## src/hdl/btcc_pkg.sv

```systemverilog
// Shared types and constants for the battery thermal charge control block.
// Used by every module in hdl/. Has no dependencies of its own.
`default_nettype none

package btcc_pkg;

	localparam int TEMP_W  = 8;
	localparam int VOLT_W  = 23;
	localparam int CUR_W   = 12;
	localparam int CFG_IDX_W  = 3;
	localparam int CFG_DATA_W = 23;

	localparam int QDEPTH  = 2;
	localparam int QPTR_W  = (QDEPTH > 1) ? $clog2(QDEPTH) : 1;
	localparam int QCNT_W  = $clog2(QDEPTH + 1);

	localparam logic [CFG_IDX_W-1:0] CFG_COLD_STOP_MAX = 3'd0;
	localparam logic [CFG_IDX_W-1:0] CFG_COOL_MAX      = 3'd1;
	localparam logic [CFG_IDX_W-1:0] CFG_NORMAL_MAX    = 3'd2;
	localparam logic [CFG_IDX_W-1:0] CFG_WARM_MAX      = 3'd3;
	localparam logic [CFG_IDX_W-1:0] CFG_HOT_MAX       = 3'd4;
	localparam logic [CFG_IDX_W-1:0] CFG_HOT_VOLT      = 3'd5;
	localparam logic [CFG_IDX_W-1:0] CFG_REDUCED_CUR   = 3'd6;
	localparam logic [CFG_IDX_W-1:0] CFG_DEFAULT_CUR   = 3'd7;

	localparam logic signed [TEMP_W-1:0] RST_COLD_STOP_MAX = -8'sd11;
	localparam logic signed [TEMP_W-1:0] RST_COOL_MAX      = -8'sd5;
	localparam logic signed [TEMP_W-1:0] RST_NORMAL_MAX    = 8'sd41;
	localparam logic signed [TEMP_W-1:0] RST_WARM_MAX      = 8'sd45;
	localparam logic signed [TEMP_W-1:0] RST_HOT_MAX       = 8'sd55;
	localparam logic [VOLT_W-1:0] RST_HOT_VOLT    = 23'd4000000;
	localparam logic [CUR_W-1:0]  RST_REDUCED_CUR = 12'd450;
	localparam logic [CUR_W-1:0]  RST_DEFAULT_CUR = 12'd1000;

	typedef enum logic [2:0] {
		BAND_COLD   = 3'd0,
		BAND_COOL   = 3'd1,
		BAND_NORMAL = 3'd2,
		BAND_WARM   = 3'd3,
		BAND_HOT    = 3'd4,
		BAND_ABOVE  = 3'd5
	} band_t;

	typedef enum logic [1:0] {
		ST_NORMAL  = 2'd0,
		ST_REDUCED = 2'd1,
		ST_STOPPED = 2'd2
	} mode_t;

	localparam logic [2:0] CODE_NONE           = 3'd0;
	localparam logic [2:0] CODE_NORMAL_STOP    = 3'd1;
	localparam logic [2:0] CODE_NORMAL_REDUCED = 3'd2;
	localparam logic [2:0] CODE_REDUCED_STOP   = 3'd3;
	localparam logic [2:0] CODE_REDUCED_NORMAL = 3'd4;
	localparam logic [2:0] CODE_STOP_NORMAL    = 3'd5;

	localparam logic [1:0] HEALTH_GOOD     = 2'd0;
	localparam logic [1:0] HEALTH_OVERHEAT = 2'd1;
	localparam logic [1:0] HEALTH_COLD     = 2'd2;

	typedef struct packed {
		logic signed [TEMP_W-1:0] cold_stop_max_c;
		logic signed [TEMP_W-1:0] cool_max_c;
		logic signed [TEMP_W-1:0] normal_max_c;
		logic signed [TEMP_W-1:0] warm_max_c;
		logic signed [TEMP_W-1:0] hot_max_c;
		logic [VOLT_W-1:0]        hot_volt_limit_uv;
		logic [CUR_W-1:0]         reduced_current_ma;
		logic [CUR_W-1:0]         default_current_ma;
	} cfg_t;

	// classified tick, as queued between front and back
	typedef struct packed {
		logic             charger;
		band_t            band;
		logic             vhigh;
		logic [CUR_W-1:0] cur_normal;
		logic [CUR_W-1:0] cur_reduced;
		logic [CUR_W-1:0] cur_stopped;
	} item_t;

	typedef struct packed {
		mode_t            charge_state;
		logic [2:0]       change_code;
		logic             update_req;
		logic             disable_charge;
		logic [CUR_W-1:0] current_ma;
		logic [1:0]       health;
		logic             pseudo_charging_ui;
	} res_t;

endpackage

`default_nettype wire

```

## src/hdl/battery_thermal_charge_control.sv

```systemverilog
// Top level of the battery thermal charge control block: configuration
// registers, front classifier, tick queue and back end state machine.
// Depends on btcc_pkg, btcc_front, btcc_queue and btcc_back.
//
// One monitor tick in, one result out. A new tick is taken every cycle while
// the queue is not full; each accepted tick is held in the two-entry queue,
// then in the output register, which presents its result. When the output
// stalls the queue fills and in_ready drops after two more ticks. Config
// writes are taken every cycle (cfg_ready is always high) and must be done
// while idle.
`default_nettype none

module battery_thermal_charge_control (
	input  wire                                         clk,
	input  wire                                         arst_n,
	input  wire                                         in_valid,
	output logic                                        in_ready,
	input  wire                                         charger_present,
	input  wire logic signed [btcc_pkg::TEMP_W-1:0]     battery_temp_c,
	input  wire logic [btcc_pkg::VOLT_W-1:0]            battery_volt_uv,
	input  wire logic [btcc_pkg::CUR_W-1:0]             thermal_limit_ma,
	input  wire logic [btcc_pkg::CUR_W-1:0]             charger_limit_ma,
	output logic                                        out_valid,
	input  wire                                         out_ready,
	output logic [1:0]                                  charge_state,
	output logic [2:0]                                  change_code,
	output logic                                        update_req,
	output logic                                        disable_charge,
	output logic [btcc_pkg::CUR_W-1:0]                  current_ma,
	output logic [1:0]                                  health,
	output logic                                        pseudo_charging_ui,
	input  wire                                         cfg_valid,
	output logic                                        cfg_ready,
	input  wire logic [btcc_pkg::CFG_IDX_W-1:0]         cfg_index,
	input  wire logic [btcc_pkg::CFG_DATA_W-1:0]        cfg_data
);

	btcc_pkg::cfg_t  cfg_q;
	btcc_pkg::item_t front_item;
	btcc_pkg::item_t head;
	btcc_pkg::res_t  res;
	logic            q_full;
	logic            q_valid;
	logic            pop;
	logic            push;

	assign cfg_ready = 1'b1;

	always_ff @(posedge clk or negedge arst_n) begin
		if (!arst_n) begin
			cfg_q.cold_stop_max_c    <= btcc_pkg::RST_COLD_STOP_MAX;
			cfg_q.cool_max_c         <= btcc_pkg::RST_COOL_MAX;
			cfg_q.normal_max_c       <= btcc_pkg::RST_NORMAL_MAX;
			cfg_q.warm_max_c         <= btcc_pkg::RST_WARM_MAX;
			cfg_q.hot_max_c          <= btcc_pkg::RST_HOT_MAX;
			cfg_q.hot_volt_limit_uv  <= btcc_pkg::RST_HOT_VOLT;
			cfg_q.reduced_current_ma <= btcc_pkg::RST_REDUCED_CUR;
			cfg_q.default_current_ma <= btcc_pkg::RST_DEFAULT_CUR;
		end else if (cfg_valid) begin
			case (cfg_index)
				btcc_pkg::CFG_COLD_STOP_MAX: cfg_q.cold_stop_max_c    <= cfg_data[7:0];
				btcc_pkg::CFG_COOL_MAX:      cfg_q.cool_max_c         <= cfg_data[7:0];
				btcc_pkg::CFG_NORMAL_MAX:    cfg_q.normal_max_c       <= cfg_data[7:0];
				btcc_pkg::CFG_WARM_MAX:      cfg_q.warm_max_c         <= cfg_data[7:0];
				btcc_pkg::CFG_HOT_MAX:       cfg_q.hot_max_c          <= cfg_data[7:0];
				btcc_pkg::CFG_HOT_VOLT:      cfg_q.hot_volt_limit_uv  <= cfg_data;
				btcc_pkg::CFG_REDUCED_CUR:   cfg_q.reduced_current_ma <= cfg_data[11:0];
				btcc_pkg::CFG_DEFAULT_CUR:   cfg_q.default_current_ma <= cfg_data[11:0];
				default: begin
				end
			endcase
		end
	end

	assign in_ready = !q_full;
	assign push     = in_valid && !q_full;

	btcc_front u_front (
		.cfg              (cfg_q),
		.charger_present  (charger_present),
		.battery_temp_c   (battery_temp_c),
		.battery_volt_uv  (battery_volt_uv),
		.thermal_limit_ma (thermal_limit_ma),
		.charger_limit_ma (charger_limit_ma),
		.item             (front_item)
	);

	btcc_queue u_queue (
		.clk       (clk),
		.arst_n    (arst_n),
		.push      (push),
		.push_item (front_item),
		.full      (q_full),
		.pop       (pop),
		.not_empty (q_valid),
		.head      (head)
	);

	btcc_back u_back (
		.clk       (clk),
		.arst_n    (arst_n),
		.q_valid   (q_valid),
		.head      (head),
		.pop       (pop),
		.out_valid (out_valid),
		.out_ready (out_ready),
		.res       (res)
	);

	assign charge_state       = res.charge_state;
	assign change_code        = res.change_code;
	assign update_req         = res.update_req;
	assign disable_charge     = res.disable_charge;
	assign current_ma         = res.current_ma;
	assign health             = res.health;
	assign pseudo_charging_ui = res.pseudo_charging_ui;

endmodule

`default_nettype wire

```

## src/hdl/btcc_front.sv

```systemverilog
// Front end: sorts the temperature into a band, flags high voltage and
// precomputes the candidate currents. Depends on btcc_pkg.
`default_nettype none

module btcc_front (
	input  wire btcc_pkg::cfg_t                        cfg,
	input  wire                                        charger_present,
	input  wire logic signed [btcc_pkg::TEMP_W-1:0]    battery_temp_c,
	input  wire logic [btcc_pkg::VOLT_W-1:0]           battery_volt_uv,
	input  wire logic [btcc_pkg::CUR_W-1:0]            thermal_limit_ma,
	input  wire logic [btcc_pkg::CUR_W-1:0]            charger_limit_ma,
	output btcc_pkg::item_t                            item
);

	btcc_pkg::band_t band;

	always_comb begin
		if (battery_temp_c > cfg.hot_max_c) begin
			band = btcc_pkg::BAND_ABOVE;
		end else if (battery_temp_c > cfg.warm_max_c) begin
			band = btcc_pkg::BAND_HOT;
		end else if (battery_temp_c > cfg.normal_max_c) begin
			band = btcc_pkg::BAND_WARM;
		end else if (battery_temp_c > cfg.cool_max_c) begin
			band = btcc_pkg::BAND_NORMAL;
		end else if (battery_temp_c > cfg.cold_stop_max_c) begin
			band = btcc_pkg::BAND_COOL;
		end else begin
			band = btcc_pkg::BAND_COLD;
		end
	end

	always_comb begin
		item.charger     = charger_present;
		item.band        = band;
		item.vhigh       = battery_volt_uv > cfg.hot_volt_limit_uv;
		item.cur_normal  = (thermal_limit_ma <= charger_limit_ma) ?
			thermal_limit_ma : charger_limit_ma;
		item.cur_reduced = (thermal_limit_ma <= cfg.reduced_current_ma) ?
			thermal_limit_ma : cfg.reduced_current_ma;
		item.cur_stopped = cfg.default_current_ma;
	end

endmodule

`default_nettype wire

```

## src/hdl/btcc_queue.sv

```systemverilog
// Short FIFO of classified ticks between front and back.
// Depends on btcc_pkg for the item type and depth.
`default_nettype none

module btcc_queue (
	input  wire                  clk,
	input  wire                  arst_n,
	input  wire                  push,
	input  wire btcc_pkg::item_t push_item,
	output logic                 full,
	input  wire                  pop,
	output logic                 not_empty,
	output btcc_pkg::item_t      head
);

	btcc_pkg::item_t                mem_q [btcc_pkg::QDEPTH];
	logic [btcc_pkg::QPTR_W-1:0]    wr_ptr_q;
	logic [btcc_pkg::QPTR_W-1:0]    rd_ptr_q;
	logic [btcc_pkg::QCNT_W-1:0]    count_q;

	localparam logic [btcc_pkg::QPTR_W-1:0] PTR_LAST =
		btcc_pkg::QPTR_W'(btcc_pkg::QDEPTH - 1);
	localparam logic [btcc_pkg::QCNT_W-1:0] CNT_FULL =
		btcc_pkg::QCNT_W'(btcc_pkg::QDEPTH);

	assign full      = count_q == CNT_FULL;
	assign not_empty = count_q != '0;
	assign head      = mem_q[rd_ptr_q];

	always_ff @(posedge clk) begin
		if (push) begin
			mem_q[wr_ptr_q] <= push_item;
		end
	end

	always_ff @(posedge clk or negedge arst_n) begin
		if (!arst_n) begin
			wr_ptr_q <= '0;
			rd_ptr_q <= '0;
			count_q  <= '0;
		end else begin
			if (push) begin
				wr_ptr_q <= (wr_ptr_q == PTR_LAST) ? '0 : wr_ptr_q + 1'b1;
			end
			if (pop) begin
				rd_ptr_q <= (rd_ptr_q == PTR_LAST) ? '0 : rd_ptr_q + 1'b1;
			end
			if (push && !pop) begin
				count_q <= count_q + 1'b1;
			end else if (pop && !push) begin
				count_q <= count_q - 1'b1;
			end
		end
	end

endmodule

`default_nettype wire

```

## src/hdl/btcc_back.sv

```systemverilog
// Back end: charge mode state machine, current choice, update flag and the
// output register. Depends on btcc_pkg.
`default_nettype none

module btcc_back (
	input  wire                  clk,
	input  wire                  arst_n,
	input  wire                  q_valid,
	input  wire btcc_pkg::item_t head,
	output logic                 pop,
	output logic                 out_valid,
	input  wire                  out_ready,
	output btcc_pkg::res_t       res
);

	btcc_pkg::mode_t                 state_q;
	btcc_pkg::mode_t                 state_nx;
	btcc_pkg::mode_t                 st0;
	logic                            pseudo_q;
	logic                            pseudo_nx;
	logic                            last_chg_q;
	logic [btcc_pkg::CUR_W-1:0]      last_cur_q;
	logic [btcc_pkg::CUR_W-1:0]      cur;
	logic [2:0]                      code;
	logic                            plug;
	logic                            out_valid_q;
	btcc_pkg::res_t                  res_q;
	btcc_pkg::res_t                  res_nx;

	assign pop       = q_valid && (!out_valid_q || out_ready);
	assign out_valid = out_valid_q;
	assign res       = res_q;

	always_comb begin
		plug      = head.charger && !last_chg_q;
		st0       = plug ? btcc_pkg::ST_NORMAL : state_q;
		state_nx  = st0;
		pseudo_nx = pseudo_q;
		code      = btcc_pkg::CODE_NONE;
		case (st0)
			btcc_pkg::ST_NORMAL: begin
				if (head.band == btcc_pkg::BAND_ABOVE || head.band == btcc_pkg::BAND_COLD) begin
					code      = btcc_pkg::CODE_NORMAL_STOP;
					pseudo_nx = head.band == btcc_pkg::BAND_COLD;
					state_nx  = btcc_pkg::ST_STOPPED;
				end else if (head.band == btcc_pkg::BAND_HOT) begin
					if (head.vhigh) begin
						code      = btcc_pkg::CODE_NORMAL_STOP;
						pseudo_nx = 1'b1;
						state_nx  = btcc_pkg::ST_STOPPED;
					end else begin
						code      = btcc_pkg::CODE_NORMAL_REDUCED;
						pseudo_nx = 1'b0;
						state_nx  = btcc_pkg::ST_REDUCED;
					end
				end
			end
			btcc_pkg::ST_REDUCED: begin
				if (head.band == btcc_pkg::BAND_ABOVE || head.band == btcc_pkg::BAND_COLD) begin
					code      = btcc_pkg::CODE_REDUCED_STOP;
					pseudo_nx = head.band == btcc_pkg::BAND_COLD;
					state_nx  = btcc_pkg::ST_STOPPED;
				end else if (head.band == btcc_pkg::BAND_COOL ||
					head.band == btcc_pkg::BAND_NORMAL) begin
					code      = btcc_pkg::CODE_REDUCED_NORMAL;
					pseudo_nx = 1'b0;
					state_nx  = btcc_pkg::ST_NORMAL;
				end else if (head.vhigh) begin
					code      = btcc_pkg::CODE_REDUCED_STOP;
					pseudo_nx = 1'b1;
					state_nx  = btcc_pkg::ST_STOPPED;
				end
			end
			btcc_pkg::ST_STOPPED: begin
				if (head.band == btcc_pkg::BAND_NORMAL) begin
					code      = btcc_pkg::CODE_STOP_NORMAL;
					pseudo_nx = 1'b0;
					state_nx  = btcc_pkg::ST_NORMAL;
				end else if (head.band == btcc_pkg::BAND_ABOVE) begin
					pseudo_nx = 1'b0;
				end
			end
			default: begin
			end
		endcase

		case (state_nx)
			btcc_pkg::ST_NORMAL:  cur = head.cur_normal;
			btcc_pkg::ST_REDUCED: cur = head.cur_reduced;
			default:              cur = head.cur_stopped;
		endcase

		res_nx.charge_state       = state_nx;
		res_nx.change_code        = code;
		res_nx.update_req         = plug || (cur != last_cur_q);
		res_nx.disable_charge     = state_nx == btcc_pkg::ST_STOPPED;
		res_nx.current_ma         = cur;
		res_nx.pseudo_charging_ui = pseudo_nx;
		if (head.band == btcc_pkg::BAND_ABOVE) begin
			res_nx.health = btcc_pkg::HEALTH_OVERHEAT;
		end else if (head.band == btcc_pkg::BAND_COLD) begin
			res_nx.health = btcc_pkg::HEALTH_COLD;
		end else begin
			res_nx.health = btcc_pkg::HEALTH_GOOD;
		end
	end

	always_ff @(posedge clk or negedge arst_n) begin
		if (!arst_n) begin
			state_q     <= btcc_pkg::ST_NORMAL;
			pseudo_q    <= 1'b0;
			last_chg_q  <= 1'b0;
			last_cur_q  <= '0;
			out_valid_q <= 1'b0;
		end else begin
			if (pop) begin
				state_q     <= state_nx;
				pseudo_q    <= pseudo_nx;
				last_chg_q  <= head.charger;
				last_cur_q  <= cur;
				out_valid_q <= 1'b1;
			end else if (out_ready) begin
				out_valid_q <= 1'b0;
			end
		end
	end

	always_ff @(posedge clk) begin
		if (pop) begin
			res_q <= res_nx;
		end
	end

endmodule

`default_nettype wire

```

## config.mk

```make
export PLATFORM = sky130hd
export DESIGN_NAME = battery_thermal_charge_control
export DESIGN_NICKNAME = d
export VERILOG_FILES = /design/src/hdl/btcc_pkg.sv /design/src/hdl/battery_thermal_charge_control.sv /design/src/hdl/btcc_front.sv /design/src/hdl/btcc_queue.sv /design/src/hdl/btcc_back.sv
export SDC_FILE = /design/constraint.sdc
export NUM_CORES = 1
export LEC_CHECK = 0
export BUFFER_PORTS_ARGS = -buffer_cell sky130_fd_sc_hd__buf_2
export CORE_MARGIN = 5
export CORE_UTILIZATION = 53
export DETAILED_ROUTE_END_ITERATION = 12
export GPL_TIMING_DRIVEN = 0
export PLACE_DENSITY_LB_ADDON = 0.08
export SYNTH_ARGS = -nofsm -noshare
export SYNTH_HDL_FRONTEND = slang
export SYNTH_SLANG_ARGS = --single-unit
```

## constraint.sdc

```tcl
create_clock -name clk -period 3.3 [get_ports clk]
set_input_delay 0.66 -clock clk [delete_from_list [all_inputs] [get_ports clk]]
set_output_delay 0.66 -clock clk [all_outputs]
set_load 0.1 [all_outputs]
```

==> results of run 1 <==
==> where the power goes <==
part / internal (mW) / leakage [nW] / switching, mW
Combinational: 1.82 / 3.12 / 3.53
Clock: 1.76 / 0.407 / 1.07
Sequential: 3.84 / 2.21 / 0.384
Total: 7.42 / 5.73 / 4.98
==> logic make-up after synthesis <==
kind of cell | Yosys count | synth area share (%)
adder cells (fa/ha/maj) | 88 | 9.76
flip-flops | 212 | 52.1
XOR/XNOR | 9 | 0.699
AO/OA/AOI/OAI | 195 | 12.0
other | 1 | 0.0333
AND/OR/NAND/NOR | 190 | 8.32
multiplexers | 130 | 12.6
buffers and inverters | 122 | 4.47
==> cell usage in the layout, fill, tap and decap left out, drive strengths merged, types with 4 or more instances in the layout <==
cell type / Yosys / final
dfstp: 42 / 42
nor2: 23 / 23
a22oi: 7 / 7
o21a: 25 / 25
nand2b: 11 / 11
nand3: 12 / 12
edfxtp: 104 / 104
nand2: 76 / 76
o21ai: 65 / 65
dfrtp: 66 / 66
mux2i: 40 / 40
ha: 88 / 88
nand4: 22 / 22
a211oi: 9 / 9
inv: 93 / 95
o211ai: 4 / 4
nor2b: 10 / 10
a21o: 19 / 19
clkinv: 1 / 5
a2111oi: 4 / 4
nor3: 16 / 16
o211a: 4 / 4
mux2: 90 / 90
xnor2: 6 / 6
a21oi: 23 / 23
bufinv: 0 / 4
buf: 13 / 123
a221oi: 7 / 7
and3: 5 / 5
clkbuf: 15 / 46
==> how the worst max path moves through the flow <==
stage / startpoint / end / slack [ns] / depth (start not counted)
floorplan: u_queue.count_q[0]$_DFFE_PN0P_ / u_queue.mem_q[0][0]$_DFFE_PP_ / 0.19 / 4
global placement: battery_temp_c[1] / u_queue.mem_q[0][37]$_DFFE_PP_ / -0.17 / 11
detailed placement: battery_temp_c[1] / u_queue.mem_q[1][37]$_DFFE_PP_ / -0.17 / 11
CTS: u_queue.rd_ptr_q$_DFFE_PN0P_ / u_back.res[16]$_DFFE_PP_ / 0.04 / 11
global route: u_queue.rd_ptr_q$_DFFE_PN0P_ / u_back.res[16]$_DFFE_PP_ / 0.005 / 12
finish: u_queue.rd_ptr_q$_DFFE_PN0P_ / u_back.res[16]$_DFFE_PP_ / 0.14 / 12
==> worst max-delay path, cell delays in order (launching register included) <==
cell	delay, ns
dfrtp_1	0.34
buf_6	0.15
buf_6	0.18
mux2i_4	0.34
nand3_2	0.17
a21o_1	0.26
o21ai_1	0.23
buf_2	0.31
a22oi_1	0.12
nand2_1	0.12
o21ai_0	0.23
xnor2_1	0.27
nand4_1	0.13
==> layer usage <==
metal	global-route usage, %	vias to the layer above	share of wire, %
li1	-	3737	-
met2	34.6	214	48
met4	5.88	0	2.8
met3	3.22	47	5.2
met1	28.1	3747	44
met5	0	-	0
==> layout make-up <==
type | instances | area share, %
multi-input combinational | 613 | 37.8
sequential | 212 | 44.5
clock inverter | 13 | 1.44
buffer | 27 | 1.15
timing repair buffer | 111 | 4.71
inverter | 94 | 2.69
clock buffer | 31 | 5.06
tap | 275 | 2.61
==> state kept, by name, summed over array words and instances, names as in the netlist, 2 cells and up <==
signal,count
u_back.res,22
u_queue.mem_q,82
u_queue.count_q,2
u_back.last_cur_q,12
u_back.state_q,2
cfg_q,87
==> stage by stage <==
stage,utilization [%],cells,hold slack (ns),setup TNS [ns]
after floorplan,-,947,0.364,0
after global placement,58.0,1330,0.442,-0.435
after detailed placement,58.5,1333,0.455,-0.405
after CTS,62.6,1377,0.104,0
after global routing,63.0,1376,0.118,0
final,63.0,1376,0.0794,0
==> repair_timing <==
action	CTS	global route
setup buffers	0	0
gates resized for setup	4	17
endpoints found under the setup margin	1	1
hold endpoints to repair	0	0
==> flow_metrics.tcl, run 1 <==
set metrics [dict create \
    outcome "completed" \
    vdd_drop_max_mv 0.467 \
    final_layout_size_suffix_gt1_share_pct 29.1 \
    cts_buffer_depth 3 \
    num_antenna_cells 0 \
    rsz0062_at_grt "no" \
    die_h_um 156 \
    syn2layout_area_growth_pct 17.1 \
    cts.sink_count 212 \
    grt_usage_pct 20.6 \
    portBuffers 108 \
    place.gp.congestion 0.929 \
    dr.first_iter.drc_count 391 \
    htreeDepth 1 \
    root_buffer "clkbuf_16" \
    postSynthAreaPerCell_sq_um 11.9 \
    die_w_um 156 \
    synth_top_area_cell "edfxtp_1" \
    routed_wl_um 25400 \
    power_density_nw_per_um2 939 \
    cp-start-kind "flop" \
    initial_utilization_pct 53.8 \
    cts_hold_buf 0 \
    mappedNetlistArea_sq_um 11300 \
    cts_tree "done" \
    drv_slew 0 \
    drc 0 \
    setup_viol_count_final 0 \
    final_area_sq_um 13200 \
    finalHoldViolCount 0 \
    worstPathMaxFanout 10 \
    synthTopCellsByArea "edfxtp_1 (28%), dfrtp_1 (15%), dfstp_2 (9.8%), ha_1 (9.8%), mux2_2 (9.0%)" \
    vias 7745 \
    grt_pass1_vias 7698 \
    clk_pin_slew_worst_paths_ns 0.06 \
    synth_seq_cells 212 \
    path_class "flop to flop" \
    rr_endpoint "u_back.res[16]$_DFFE_PP_" \
    fillers 1700 \
    ff2ff_path_depth 12 \
    async_flop_share_pct 50.9 \
    synth.net_count 1122 \
    yosysUniqueCellTypes 71 \
    setup_ws_ns 0.145 \
    reg2reg_from "u_queue.rd_ptr_q$_DFFE_PN0P_" \
    layout.nets 1258 \
    grt_max_degree 62 \
    yosysWarnings 0 \
    multiInputGateArea_sq_um 4990 \
    antenna_found_initial 0 \
    synth_common_cells "edfxtp_1 (104), inv_1 (91), mux2_2 (90)" \
    wl_per_cell_um 18.4 \
    grt-ovfl-total 0 \
    synth_ff_type "edfxtp_1" \
    ant_nets 0 \
    synth_edf_count 104 \
    coreArea_sq_um 21000 \
    relSlewSlack_pct 41.0 \
    clock_latency_ns 0.51 \
    final.min_clock_period_ns 3.16 \
    tightest_slew_ns 0.879 \
    r2r_slack_ns 0.14 \
    cts_buffers 24 \
    synth_top_area_share_pct 27.7 \
    worstPathArrival_ns 3.39 \
    routed_via_density 5.63 \
    finalCritPeriodShare_pct 95.6 \
    p_leak_nw 5.73 \
    dpl_cell_area_sq_um 12300 \
    synth.most_common_cell "edfxtp_1" \
    required_ns 3.54 \
    place_ws_ns -0.167 \
    regArea_sq_um 5880 \
    drt_pass1_iterations 5 \
    num_rows 53 \
    hold_class "primary input to async pin" \
    max_freq_mhz 317 \
    io_pins 112 \
    synth_cells 947 \
    fin_skew_ns 0.00842 \
    synth-seq-area-share_pct 52.1 \
    power_mw 12.4 \
    drv_cap 0 \
    dieArea_sq_um 24300 \
    dp.final_hpwl_um 18800 \
    end_kind "flop" \
    grt_first_pass_wirelength_um 40000 \
]
Power figures use the tool's default switching activity.
==> run 2: changes to the inputs <==
- CELL_PAD_IN_SITES_DETAIL_PLACEMENT: default -> 1
- CELL_PAD_IN_SITES_GLOBAL_PLACEMENT: default -> 1
- CORE_UTILIZATION: 53 -> 48
- PLACE_DENSITY: default -> 0.89
- PLACE_DENSITY_LB_ADDON: 0.08 -> default
==> run 2 against run 1 <==
Sequential share of layout area fell by 0.25 points. Core utilization fell by 6.1 points. Total power is 2.8% higher. Final area rose by 0.56%. Critical endpoint unchanged. Via count grew 7.4%. Clock skew grew 0.0061 ns. Clock power down 2%.
==> flow_metrics.tcl, run 2 (synthesis gave the netlist of run 1 again) <==
set metrics [dict create \
    drv_slew 0 \
    relSlewSlack_pct 45.4 \
    io_pins 112 \
    whs_ns 0.148 \
    power_density_nw_per_um2 960 \
    cp_slowest_cell "dfrtp_1" \
    vias 8319 \
    worstPathArrival_ns 3.45 \
    initial_utilization_pct 48.3 \
    path_class "flop to flop" \
    fin_skew_ns 0.0146 \
    setup_viol_count_final 0 \
    finish.utilization_pct 56.9 \
    cts_buffer_depth 3 \
    routed_via_density 5.86 \
    largest_reg_flops 87 \
    die_w_um 163 \
    cts_tree "done" \
    dieArea_sq_um 26700 \
    vdd_drop_max_mv 0.816 \
    cts_buffers 24 \
    grt_usage_pct 24.6 \
    cp_slowest_stage_delay_ns 0.37 \
    grt-ovfl-total 0 \
    required_ns 3.55 \
    root_buffer "clkbuf_16" \
    cts.sink_count 212 \
    final.min_clock_period_ns 3.21 \
    ant_nets 0 \
    mostFrequentLayoutCells "buf_2 (109), edfxtp_1 (104), inv_1 (91)" \
    path_cells "buf_6, buf_6, mux2i_4, nand3_2, a21o_1, o21ai_2, clkbuf_4, a22oi_1, nand2_1, o21ai_0, xnor2_1, nand4_1" \
    dp.final_hpwl_um 22700 \
    clock_latency_ns 0.53 \
    layout.nets 1258 \
    cp-start-kind "flop" \
    fillers 2411 \
    portBuffers 108 \
    finalCritPeriodShare_pct 97.1 \
    tightest_slew_ns 0.813 \
    drv_cap 0 \
    grt_pass1_vias 9226 \
    place_ws_ns -0.282 \
    hold_class "primary input to async pin" \
    max_freq_mhz 312 \
    dr.first_iter.drc_count 435 \
    cp_common_cell "buf_6" \
    setup_ws_ns 0.0945 \
    worstPathMaxFanout 10 \
    rsz0062_at_grt "yes" \
    coreArea_sq_um 23300 \
    routed_wl_um 32700 \
    cts_hold_buf 0 \
    place.gp.congestion 0.929 \
    drt_pass1_iterations 5 \
    regMostFlops "cfg_q" \
    num_rows 56 \
    num_antenna_cells 0 \
    end_kind "flop" \
    final_cells 1420 \
    finalHoldViolCount 0 \
    r2r_slack_ns 0.09 \
    htreeDepth 1 \
    layout_commonest_cell "buf_2" \
    grt_max_degree 69 \
    syn2layout_area_growth_pct 17.8 \
    antenna_found_initial 0 \
    clk_pin_slew_worst_paths_ns 0.06 \
    placed_cells 1377 \
    outcome "completed" \
    grt_first_pass_wirelength_um 51100 \
    p_leak_nw 5.73 \
    drc 0 \
    die_h_um 163 \
    final_layout_size_suffix_gt1_share_pct 30.1 \
    wl_per_cell_um 23.0 \
]
## run 2: final cells by class
type	count	area, sq um	share of cell area, %
Sequential cell	212	5880	44.3
Multi-Input combinational cell	613	5050	38.0
Clock buffer	31	678	5.11
Timing Repair Buffer	112	626	4.71
Tap cell	319	399	3.01
Inverter	94	355	2.68
Buffer	26	154	1.16
Clock inverter	13	141	1.06
## run 2: timing repair
action                                  4_1_cts  5_1_grt
pin swaps                                     0        3
endpoints found under the setup margin        1       21
resized for setup                            12       20
setup buffers                                 0        1
## run 2: power by group
part | switching, mW | internal (mW) | leakage [nW]
Sequential | 0.467 | 3.85 | 2.21
Combinational | 3.77 | 1.89 | 3.13
Clock | 1.16 | 1.62 | 0.391
Total | 5.40 | 7.36 | 5.73
## run 2: per-stage QoR
stage | instance area, sq um | setup TNS (ns) | power [mW]
detailed placement | 12300 | -1.24 | 9.62
global placement | 12200 | -0.344 | 9.26
CTS | 13200 | 0 | 12.6
finish | 13300 | 0 | 12.8
floorplan | 11300 | 0 | 8.15
global route | 13300 | -0.0916 | 13.4
## run 2: final timing paths
path,start,to,cells after the start
max in group asynchronous,arst_n,cfg_q[35]$_DFFE_PN1P_,2
hold / removal,arst_n,cfg_q[67]$_DFFE_PN0P_,1
setup reg to reg,u_queue.rd_ptr_q$_DFFE_PN0P_,u_back.res[16]$_DFFE_PP_,12
min in group clk,charger_present,u_queue.mem_q[1][40]$_DFFE_PP_,1
setup / recovery,u_queue.rd_ptr_q$_DFFE_PN0P_,u_back.res[16]$_DFFE_PP_,12
hold reg to reg,cfg_q[2]$_DFFE_PN0P_,u_queue.mem_q[0][2]$_DFFE_PP_,0
## run 2: worst max-delay path: cells and delay by family (launching register included)
family	cells	cell delay [ns]
compound gates	4	0.82
mux	1	0.36
flops	1	0.37
buf+inv	3	0.68
xor+xnor	1	0.29
simple gates	3	0.41
## run 2: per-layer routing
metal	global-route usage (%)	part of all wire, %
met5	0	0
met4	8.69	3.9
met3	3.61	5.2
met2	44.4	51
met1	30.0	40
